[config.mk]
export PLATFORM = sky130hd
export DESIGN_NAME = pes_header_parser_core_flat
export DESIGN_NICKNAME = d
export VERILOG_FILES = /design/src/rtl/core/php_pkg.sv /design/src/rtl/core/php_req_if.sv /design/src/rtl/core/php_rsp_if.sv /design/src/rtl/core/pes_header_parser_core.sv /design/src/flat_wrapper.sv
export VERILOG_INCLUDE_DIRS = /design/src /design/src/rtl/core
export SDC_FILE = /design/constraint.sdc
export NUM_CORES = 1
export LEC_CHECK = 0
export ABC_AREA = 1
export BUFFER_PORTS_ARGS = -buffer_cell sky130_fd_sc_hd__buf_2
export CAP_MARGIN = 20
export CORE_AREA = 4 4 177 248
export CTS_CLUSTER_DIAMETER = 50
export DETAILED_ROUTE_END_ITERATION = 8
export DIE_AREA = 0 0 181 252
export GPL_TIMING_DRIVEN = 0
export PLACE_DENSITY = 0.72
export SETUP_SLACK_MARGIN = 0.15
export SLEW_MARGIN = 15
export SYNTH_ARGS = -nofsm -noshare
export SYNTH_HDL_FRONTEND = slang
export SYNTH_SLANG_ARGS = --single-unit
[constraint.sdc]
create_clock -name clock -period 11.5 [get_ports clock]
set_input_delay 0.575 -clock clock [delete_from_list [all_inputs] [get_ports clock]]
set_output_delay 0.575 -clock clock [all_outputs]
set_load 0.01 [all_outputs]
[src/rtl/core/pes_header_parser_core_macros.svh]
// Assertion macros shared by the parser RTL.
`ifndef PES_HEADER_PARSER_CORE_MACROS_SVH
`define PES_HEADER_PARSER_CORE_MACROS_SVH
// Implication checked on every clock edge outside reset.
`define PHP_ASSERT_IMP(label, clk, rst, ante, cons, msg) \
   label: assert property (@(posedge clk) disable iff (rst) (ante) |-> (cons)) \
      else $error(msg);
// Next-cycle implication checked outside reset.
`define PHP_ASSERT_NEXT(label, clk, rst, ante, cons, msg) \
   label: assert property (@(posedge clk) disable iff (rst) (ante) |=> (cons)) \
      else $error(msg);
`endif

[src/rtl/core/php_pkg.sv]
//------------------------------------------------------------------------------
// php_pkg
// Types and constants of the program-stream PES header parser.
//------------------------------------------------------------------------------
`timescale 1ns / 1ps
`default_nettype none
package php_pkg;

   typedef enum logic [4:0] {
      PH_HUNT, PH_LEN_HI, PH_LEN_LO, PH_SKIP, PH_STUFF, PH_BUF1, PH_BUF2,
      PH_M1_PTS, PH_M1_DTS, PH_M2_FLAGS, PH_M2_HLEN, PH_M2_PTS, PH_M2_DTS,
      PH_M2_EXT, PH_M2_ESKIP, PH_M2_E2LEN, PH_M2_IDEXT, PH_M2_HSKIP, PH_PAYLOAD
   } phase_type;

   localparam logic [1:0] KIND_HEADER  = 2'd0;
   localparam logic [1:0] KIND_PAYLOAD = 2'd1;
   localparam logic [1:0] KIND_END     = 2'd2;

   localparam logic [15:0] CODE_PACK   = 16'h01BA;
   localparam logic [15:0] CODE_SYSTEM = 16'h01BB;
   localparam logic [15:0] CODE_MAP    = 16'h01BC;
   localparam logic [15:0] CODE_PRIV1  = 16'h01BD;
   localparam logic [15:0] CODE_PAD    = 16'h01BE;
   localparam logic [15:0] CODE_PRIV2  = 16'h01BF;
   localparam logic [15:0] CODE_EXTID  = 16'h01FD;
   localparam logic [23:0] SYNC_RESET  = 24'h0000FF;
   localparam logic [23:0] SYNC_PREFIX = 24'h000001;
   localparam logic [31:0] STAMP_NONE  = 32'hFFFFFFFF;

   typedef struct packed {
      logic [7:0] data_byte;
      logic       end_of_stream;
   } req_type;

   typedef struct packed {
      logic [1:0]  kind;
      logic [15:0] stream_code;
      logic        pts_valid;
      logic [31:0] pts_value;
      logic [31:0] dts_value;
      logic [15:0] payload_length;
      logic [7:0]  payload_byte;
      logic        last_byte;
   } rsp_type;

   // Timestamp from five shifted bytes, low 32 bits.
   function automatic logic [31:0] stamp_value(input logic [39:0] t);
      logic [32:0] v;
      v = {t[35:33], 30'd0} | {3'd0, t[31:17], 15'd0} | {18'd0, t[15:1]};
      return v[31:0];
   endfunction

endpackage
`default_nettype wire

[src/rtl/core/php_req_if.sv]
//------------------------------------------------------------------------------
// php_req_if
// Valid/ready channel carrying stream bytes into the parser.
//------------------------------------------------------------------------------
`timescale 1ns / 1ps
`default_nettype none
interface php_req_if;
   import php_pkg::*;
   logic    valid;
   logic    ready;
   req_type payload;
   modport source (output valid, output payload, input ready);
   modport sink (input valid, input payload, output ready);
endinterface
`default_nettype wire

[src/rtl/core/php_rsp_if.sv]
//------------------------------------------------------------------------------
// php_rsp_if
// Valid/ready channel carrying parser results.
//------------------------------------------------------------------------------
`timescale 1ns / 1ps
`default_nettype none
interface php_rsp_if;
   import php_pkg::*;
   logic    valid;
   logic    ready;
   rsp_type payload;
   modport source (output valid, output payload, input ready);
   modport sink (input valid, input payload, output ready);
endinterface
`default_nettype wire

[src/rtl/core/pes_header_parser_core.sv]
//------------------------------------------------------------------------------
// pes_header_parser_core
// MPEG program-stream PES demultiplexer, one byte per cycle unless its result stalls.
//------------------------------------------------------------------------------
// The parser takes one program-stream byte per cycle and answers each with at
// most one result: a packet header (code, timestamps, payload length), a
// payload byte with a last-byte mark, or an end-of-stream mark. A byte is
// accepted in every cycle while the result register is empty or being drained;
// the result is held in the result register and is valid in the cycle after its
// byte is transferred. Stream end returns all parse state to its reset value.
`timescale 1ns / 1ps
`default_nettype none
`include "pes_header_parser_core_macros.svh"
module pes_header_parser_core (
   input wire logic clock,
   input wire logic reset,
   php_req_if.sink  req_chan,
   php_rsp_if.source rsp_chan
);
   import php_pkg::*;

   phase_type          phase_ff, phase_in;
   logic [23:0]        sync_ff, sync_in;
   logic [15:0]        code_ff, code_in;
   logic signed [16:0] rem_ff, rem_in;
   logic signed [8:0]  hrem_ff, hrem_in;
   logic [7:0]         pflags_ff, pflags_in;
   logic [7:0]         eflags_ff, eflags_in;
   logic [39:0]        ts_ff, ts_in;
   logic [31:0]        pts_ff, pts_in, dts_ff, dts_in;
   logic [4:0]         cnt_ff, cnt_in;
   logic               seen_ff, seen_in;
   logic               ovalid_ff;
   rsp_type            out_ff, out_in;
   logic               emit;

   logic               take;
   logic [7:0]         b;
   logic [39:0]        ts_sh;
   logic [4:0]         cnt_dec;
   logic [4:0]         skip;
   logic [31:0]        st;

   assign req_chan.ready   = !ovalid_ff || rsp_chan.ready;
   assign take             = req_chan.valid && req_chan.ready;
   assign b                = req_chan.payload.data_byte;
   assign ts_sh            = {ts_ff[31:0], b};
   assign cnt_dec          = cnt_ff - 5'd1;
   assign st               = stamp_value(ts_sh);
   assign rsp_chan.valid   = ovalid_ff;
   assign rsp_chan.payload = out_ff;

   // Per-byte parse step; the helper paths of the header grammar are inlined.
   always_comb begin
      logic signed [16:0] r;
      logic signed [8:0]  h;
      logic [7:0]         pf;
      logic               fin, m2end, aftert, aftere, classify;
      phase_in  = phase_ff;
      sync_in   = sync_ff;
      code_in   = code_ff;
      rem_in    = rem_ff;
      hrem_in   = hrem_ff;
      pflags_in = pflags_ff;
      eflags_in = eflags_ff;
      ts_in     = ts_ff;
      pts_in    = pts_ff;
      dts_in    = dts_ff;
      cnt_in    = cnt_ff;
      seen_in   = seen_ff;
      out_in    = '0;
      emit      = 1'b0;
      fin = 1'b0; m2end = 1'b0; aftert = 1'b0; aftere = 1'b0; classify = 1'b0;
      r  = rem_ff;
      h  = hrem_ff;
      pf = pflags_ff;
      skip = 5'd0;
      case (phase_ff)
         PH_HUNT: begin
            if (sync_ff == SYNC_PREFIX) begin
               code_in = {8'h01, b};
               sync_in = SYNC_RESET;
               if (code_in != CODE_PACK && code_in != CODE_SYSTEM)
                  phase_in = PH_LEN_HI;
            end else begin
               sync_in = {sync_ff[15:0], b};
            end
         end
         PH_LEN_HI: begin
            rem_in   = {1'b0, b, 8'd0};
            phase_in = PH_LEN_LO;
         end
         PH_LEN_LO: begin
            r = {rem_ff[16:8], b};
            rem_in = r;
            if (code_ff == CODE_PAD || code_ff == CODE_PRIV2 || code_ff == CODE_MAP) begin
               if (r > 0) phase_in = PH_SKIP;
               else begin phase_in = PH_HUNT; sync_in = SYNC_RESET; end
            end else if ((code_ff >= 16'h01C0 && code_ff <= 16'h01EF) ||
                         code_ff == CODE_PRIV1 || code_ff == CODE_EXTID) begin
               if (r < 1) begin phase_in = PH_HUNT; sync_in = SYNC_RESET; end
               else phase_in = PH_STUFF;
            end else begin
               phase_in = PH_HUNT; sync_in = SYNC_RESET;
            end
         end
         PH_SKIP: begin
            rem_in = rem_ff - 17'sd1;
            if (rem_in <= 0) begin phase_in = PH_HUNT; sync_in = SYNC_RESET; end
         end
         PH_STUFF: begin
            r = rem_ff - 17'sd1;
            rem_in = r;
            if (b == 8'hFF) begin
               if (r < 1) begin phase_in = PH_HUNT; sync_in = SYNC_RESET; end
            end else if (b[7:6] == 2'b01) begin
               rem_in   = r - 17'sd2;
               phase_in = PH_BUF1;
            end else begin
               classify = 1'b1;
            end
         end
         PH_BUF1: phase_in = PH_BUF2;
         PH_BUF2: classify = 1'b1;
         PH_M1_PTS, PH_M1_DTS: begin
            ts_in  = ts_sh;
            cnt_in = cnt_dec;
            if (cnt_dec == 5'd0) begin
               if (phase_ff == PH_M1_PTS) begin
                  pts_in  = st;
                  dts_in  = st;
                  seen_in = 1'b1;
                  if (pflags_ff[4]) begin
                     rem_in   = rem_ff - 17'sd5;
                     cnt_in   = 5'd5;
                     ts_in    = '0;
                     phase_in = PH_M1_DTS;
                  end else fin = 1'b1;
               end else begin
                  dts_in = st;
                  fin    = 1'b1;
               end
            end
         end
         PH_M2_FLAGS: begin
            pflags_in = b;
            phase_in  = PH_M2_HLEN;
         end
         PH_M2_HLEN: begin
            r = rem_ff - 17'sd2;
            rem_in = r;
            if ($signed({9'd0, b}) > r) begin
               phase_in = PH_HUNT; sync_in = SYNC_RESET;
            end else begin
               rem_in  = r - $signed({9'd0, b});
               hrem_in = $signed({1'b0, b});
               h       = $signed({1'b0, b});
               if (pflags_ff[7]) begin
                  cnt_in   = 5'd5;
                  ts_in    = '0;
                  phase_in = PH_M2_PTS;
               end else aftert = 1'b1;
            end
         end
         PH_M2_PTS, PH_M2_DTS: begin
            ts_in  = ts_sh;
            cnt_in = cnt_dec;
            if (cnt_dec == 5'd0) begin
               h = hrem_ff - 9'sd5;
               hrem_in = h;
               if (phase_ff == PH_M2_PTS) begin
                  pts_in  = st;
                  dts_in  = st;
                  seen_in = 1'b1;
                  if (pflags_ff[6]) begin
                     cnt_in   = 5'd5;
                     ts_in    = '0;
                     phase_in = PH_M2_DTS;
                  end else aftert = 1'b1;
               end else begin
                  dts_in = st;
                  aftert = 1'b1;
               end
            end
         end
         PH_M2_EXT: begin
            h = hrem_ff - 9'sd1;
            // Skip count reaches up to 20 bytes, so it needs five bits.
            skip = {1'b0, b[7:4] & 4'hB};
            skip = skip + (skip & 5'h09);
            if (b[6] || $signed({4'd0, skip}) > h) begin
               eflags_in = 8'd0;
               hrem_in   = h;
               m2end     = 1'b1;
            end else begin
               eflags_in = b;
               h = h - $signed({4'd0, skip});
               hrem_in = h;
               if (skip != 5'd0) begin
                  cnt_in   = skip;
                  phase_in = PH_M2_ESKIP;
               end else aftere = 1'b1;
            end
         end
         PH_M2_ESKIP: begin
            cnt_in = cnt_dec;
            if (cnt_dec == 5'd0) aftere = 1'b1;
         end
         PH_M2_E2LEN: begin
            h = hrem_ff - 9'sd1;
            hrem_in = h;
            if (b[6:0] != 7'd0) phase_in = PH_M2_IDEXT;
            else m2end = 1'b1;
         end
         PH_M2_IDEXT: begin
            if (!b[7]) code_in = {code_ff[7:0], 8'd0};
            h = hrem_ff - 9'sd1;
            hrem_in = h;
            m2end = 1'b1;
         end
         PH_M2_HSKIP: begin
            h = hrem_ff - 9'sd1;
            hrem_in = h;
            if (h <= 0) fin = 1'b1;
         end
         PH_PAYLOAD: begin
            r = rem_ff - 17'sd1;
            rem_in = r;
            emit = 1'b1;
            out_in.kind         = KIND_PAYLOAD;
            out_in.stream_code  = code_ff;
            out_in.payload_byte = b;
            out_in.last_byte    = (r <= 0);
            if (r <= 0) begin phase_in = PH_HUNT; sync_in = SYNC_RESET; end
         end
         default: begin
            phase_in = PH_HUNT;
            sync_in  = SYNC_RESET;
         end
      endcase

      // Marker byte after stuffing or buffer fields.
      if (classify) begin
         pts_in  = STAMP_NONE;
         dts_in  = STAMP_NONE;
         seen_in = 1'b0;
         if (b[7:5] == 3'b001) begin
            ts_in     = {32'd0, b};
            pflags_in = b;
            cnt_in    = 5'd4;
            rem_in    = r - 17'sd4;
            phase_in  = PH_M1_PTS;
         end else if (b[7:6] == 2'b10) begin
            phase_in = PH_M2_FLAGS;
         end else if (b == 8'h0F) begin
            fin = 1'b1;
         end else begin
            phase_in = PH_HUNT; sync_in = SYNC_RESET;
         end
      end

      // After timestamps: trim flags, then optional extension.
      if (aftert) begin
         pf = pflags_ff;
         if (pf[5:0] != 6'd0 && h == 0) pf = pf & 8'hC0;
         pflags_in = pf;
         if (pf[0]) phase_in = PH_M2_EXT;
         else m2end = 1'b1;
      end
      if (aftere) begin
         if (eflags_in[0]) phase_in = PH_M2_E2LEN;
         else m2end = 1'b1;
      end
      if (m2end) begin
         if (h < 0) begin phase_in = PH_HUNT; sync_in = SYNC_RESET; end
         else if (h == 0) fin = 1'b1;
         else phase_in = PH_M2_HSKIP;
      end

      // Header result, or resync on negative payload length.
      if (fin) begin
         sync_in = SYNC_RESET;
         if (rem_in < 0) begin
            phase_in = PH_HUNT;
         end else begin
            emit = 1'b1;
            out_in.kind           = KIND_HEADER;
            out_in.stream_code    = code_in;
            out_in.pts_valid      = seen_in;
            out_in.pts_value      = pts_in;
            out_in.dts_value      = dts_in;
            out_in.payload_length = rem_in[15:0];
            phase_in = (rem_in > 0) ? PH_PAYLOAD : PH_HUNT;
         end
      end

      // End of stream overrides everything.
      if (req_chan.payload.end_of_stream) begin
         phase_in = PH_HUNT; sync_in = SYNC_RESET; code_in = '0; rem_in = '0;
         hrem_in = '0; pflags_in = '0; eflags_in = '0; ts_in = '0;
         pts_in = STAMP_NONE; dts_in = STAMP_NONE; cnt_in = '0; seen_in = 1'b0;
         out_in = '0;
         out_in.kind = KIND_END;
         emit = 1'b1;
      end
   end

   // Parse state registers.
   always_ff @(posedge clock) begin
      if (reset) begin
         phase_ff <= PH_HUNT; sync_ff <= SYNC_RESET; code_ff <= '0; rem_ff <= '0;
         hrem_ff <= '0; pflags_ff <= '0; eflags_ff <= '0; ts_ff <= '0;
         pts_ff <= STAMP_NONE; dts_ff <= STAMP_NONE; cnt_ff <= '0; seen_ff <= 1'b0;
      end else if (take) begin
         phase_ff <= phase_in; sync_ff <= sync_in; code_ff <= code_in;
         rem_ff <= rem_in; hrem_ff <= hrem_in; pflags_ff <= pflags_in;
         eflags_ff <= eflags_in; ts_ff <= ts_in; pts_ff <= pts_in;
         dts_ff <= dts_in; cnt_ff <= cnt_in; seen_ff <= seen_in;
      end
   end

   // Result register.
   always_ff @(posedge clock) begin
      if (reset) begin
         ovalid_ff <= 1'b0;
      end else if (req_chan.ready) begin
         ovalid_ff <= take && emit;
      end
   end

   always_ff @(posedge clock) begin
      if (take && emit) out_ff <= out_in;
   end

   `PHP_ASSERT_IMP(a_stall_blocks, clock, reset, ovalid_ff && !rsp_chan.ready,
      !req_chan.ready, "input taken while result stalled")
   `PHP_ASSERT_NEXT(a_end_resets, clock, reset, take && req_chan.payload.end_of_stream,
      phase_ff == PH_HUNT && ovalid_ff, "end of stream did not reset")
   `PHP_ASSERT_IMP(a_payload_kind, clock, reset, ovalid_ff && out_ff.kind == KIND_PAYLOAD,
      !out_ff.pts_valid, "payload result with timestamp flag")

endmodule
`default_nettype wire
[src/flat_wrapper.sv]
// flat-port wrapper written by rule: the top's interface ports become plain ports
module pes_header_parser_core_flat import php_pkg::*;
  (clock, reset, req_chan_valid, req_chan_payload, req_chan_ready, rsp_chan_valid, rsp_chan_payload, rsp_chan_ready);
  php_req_if req_chan_i ();
  php_rsp_if rsp_chan_i ();
  input wire logic clock;
  input wire logic reset;
  input wire logic [$bits(req_chan_i.valid)-1:0] req_chan_valid;
  input wire logic [$bits(req_chan_i.payload)-1:0] req_chan_payload;
  output wire logic [$bits(req_chan_i.ready)-1:0] req_chan_ready;
  output wire logic [$bits(rsp_chan_i.valid)-1:0] rsp_chan_valid;
  output wire logic [$bits(rsp_chan_i.payload)-1:0] rsp_chan_payload;
  input wire logic [$bits(rsp_chan_i.ready)-1:0] rsp_chan_ready;
  assign req_chan_i.valid = req_chan_valid;
  assign req_chan_i.payload = req_chan_payload;
  assign req_chan_ready = req_chan_i.ready;
  assign rsp_chan_valid = rsp_chan_i.valid;
  assign rsp_chan_payload = rsp_chan_i.payload;
  assign rsp_chan_i.ready = rsp_chan_ready;
  pes_header_parser_core u_core (.clock(clock), .reset(reset), .req_chan(req_chan_i), .rsp_chan(rsp_chan_i));
endmodule
==> qor.csv <==
metric,value,unit
Cell variety after synth,61,
starting density of the core,44.6,%
Worst path max stage delay,0.74,ns
number of global-route vias before repair,19500,
VDD IR max,0.117,mV
RSZ-0062 raised after global routing,false,
Setup TNS,0,ns
fin crit period,6.36,ns
latest clock arrival within the worst-skew pair,0.58,ns
# Max-Cap Violations,0,
status,"finished, final reports clean",
total wire length,75600,um
dpl ws,4.86,ns
WHS,0.296,ns
router iterations before antenna repair,6,
nature of the critical path endpoint,flop,
drt first-iter violations,1910,
WP buf/inv,6,
Total GRT Usage,31.7,%
Critical Path RT,11.74,ns
clk slew on worst S/H paths,0.06,ns
hold buffers post-CTS,0,
# port buffers,121,
GP Congestion,1.08,
post-route ant nets,0,
skew final,0.0138,ns
CP Class,in2reg,
Post-synth EDFFs,108,
CTS tree,yes,
Area growth syn-to-layout,12.4,%
final setup vio count,0,
min-delay src,req_chan_payload[0],
crit-path max FO,77,
CTS resizes,0,
top_reg_cell synth,dfxtp_1,
depth of the CTS H-tree,1,
IO Count,123,
filler instances,4250,
cell row count,89,
Synth Register Bits,285,
Crit. Startpoint,req_chan_payload[6],
Final WS setup,5.14,ns
PnR Total Power,0.00225,W
"FFs w/ async S/R, synth",0,%
Clock Path Buffers,3,
Die Area,45600,um^2
Final Cycle Share,55.3,%
Avg Vias per Cell,5.92,
endpoints failing hold,0,
first-pass GRT wire length,113000,um
"Seq/Total Area, Yosys",36.4,%
Root Driver,clkbuf_16,
CP arrival,6.59,ns
critical path launch point type,input port,
area of the core,41800,um^2
grt total ovfl,0,
Post-Syn Area,18600,um^2
share of post-route cells with drive strength above 1,9.66,%
Remaining DRCs,0,
most frequent cells in the layout,"nand2_1 (633), nor2_1 (305), inv_1 (281)",
Slew HR,31.4,%
initial antenna violation count,2,
Worst path slowest cell,clkinv_1,
worst-margin pin slew,1.03,ns
Vias,20400,
family with the most delay on the worst path,simple AND/OR/NAND/NOR gates,
max-slew violation count,0,
die width,181,um
Num CTS Buffers,29,
fin util,50.1,%
Die Ht,252,um
pin count of the biggest net entering global routing,78,
highest clock rate,157,MHz
cell repeated most along the worst path,nand2_1,
worst r2r src,u_core.rem_ff[2],
Ys Warns,0,
Syn Inst Count,2723,
"most common cell after layout, fill and taps aside",nand2_1,
# diodes,0,
Power Density,107,nW/um^2
post-DR wirelength/cell,21.9,um
clock sink total,285,
worst min path class,in2reg,
DP Wirelength,59100,um
Synth Net Count,2763,
Mapped Avg Cell Area,6.84,um^2
# nets final,2916,
total setup buffers inserted after CTS,0,
Pleak,8.90,nW
-- state kept, by name, summed over array words and instances, names as in the netlist, 5 cells and up --
| register | cells |
|---|---|
| u_core.rem_ff | 17 |
| u_core.cnt_ff | 5 |
| u_core.sync_ff | 24 |
| u_core.ts_ff | 26 |
| u_core.dts_ff | 32 |
| u_core.code_ff | 16 |
| u_core.hrem_ff | 9 |
| u_core.pts_ff | 32 |
| u_core.pflags_ff | 8 |
| u_core.phase_ff | 5 |
| u_core.rsp_chan.payload | 108 |
-- per-stage QoR --
step | std cells | area [um^2]
3_3_place_gp | 3390 | 19900
4_1_cts | 3445 | 20900
2_1_floorplan | 2723 | 18600
3_5_place_dp | 3391 | 19900
6_report | 3445 | 20900
5_1_grt | 3445 | 20900
-- logic make-up (layout without fill, tap and decap cells) --
family / Yosys count / count (layout) / share of synthesized area, %
xor+xnor: 43 / 43 / 2.06
fa+ha+maj: 27 / 27 / 1.85
flops: 285 / 285 / 36.4
buf+inv: 449 / 625 / 9.64
simple gates: 1266 / 1266 / 29.4
compound gates: 653 / 653 / 20.6
-- cell type report --
cell class              instances  area, um^2  share of cell area (%)
clock buffers                  33         741                    3.54
clock inverters                21         244                    1.17
plain buffers                 140         633                    3.03
multi-input cells            1989       10000                    48.0
inverters                     309        1170                    5.58
repair buffers                122         633                    3.03
well taps                     546         683                    3.26
flip-flops and latches        285        6790                    32.4
-- metal layers --
metal	vias up	routed length (um)	global-route usage, %
li1	9475	-	-
met5	-	31	0
met2	1104	35500	53.8
met4	4	7890	26.5
met3	378	5490	4.67
met1	9441	26700	35.1
-- synthesized netlist by cell type (33+ instances only) --
master | number | share of area [%]
o211ai_1 | 62 | 2.5
inv_1 | 282 | 5.7
nand2_1 | 633 | 13
nand4_1 | 53 | 1.8
edfxtp_1 | 108 | 17
nand3_1 | 159 | 4.3
clkbuf_1 | 98 | 2.0
nor3_1 | 33 | 0.89
nor2_1 | 305 | 6.1
xor2_1 | 40 | 1.9
a21oi_1 | 239 | 6.4
dfxtp_1 | 177 | 19
o21ai_0 | 210 | 5.6
-- power breakdown --
group | switching (W) | leakage, nW | internal [W] | total [W]
Sequential | 0.0000144 | 2.48 | 0.00107 | 0.00109
Combinational | 0.000130 | 5.94 | 0.0000463 | 0.000176
Clock | 0.000425 | 0.473 | 0.000560 | 0.000985
Total | 0.000569 | 8.90 | 0.00168 | 0.00225
-- final timing paths --
| kind | slack (ns) | cells past startpoint | to |
|---|---|---|---|
| hold reg to reg | 0.46 | 1 | u_core.pts_ff[3] |
| setup / recovery | 5.14 | 29 | u_core.rsp_chan.payload[17] |
| setup reg to reg | 5.42 | 28 | u_core.rsp_chan.payload[17] |
| hold / removal | 0.30 | 1 | u_core.rsp_chan.payload[107] |
Note: power is estimated with default switching activity, not from simulation.
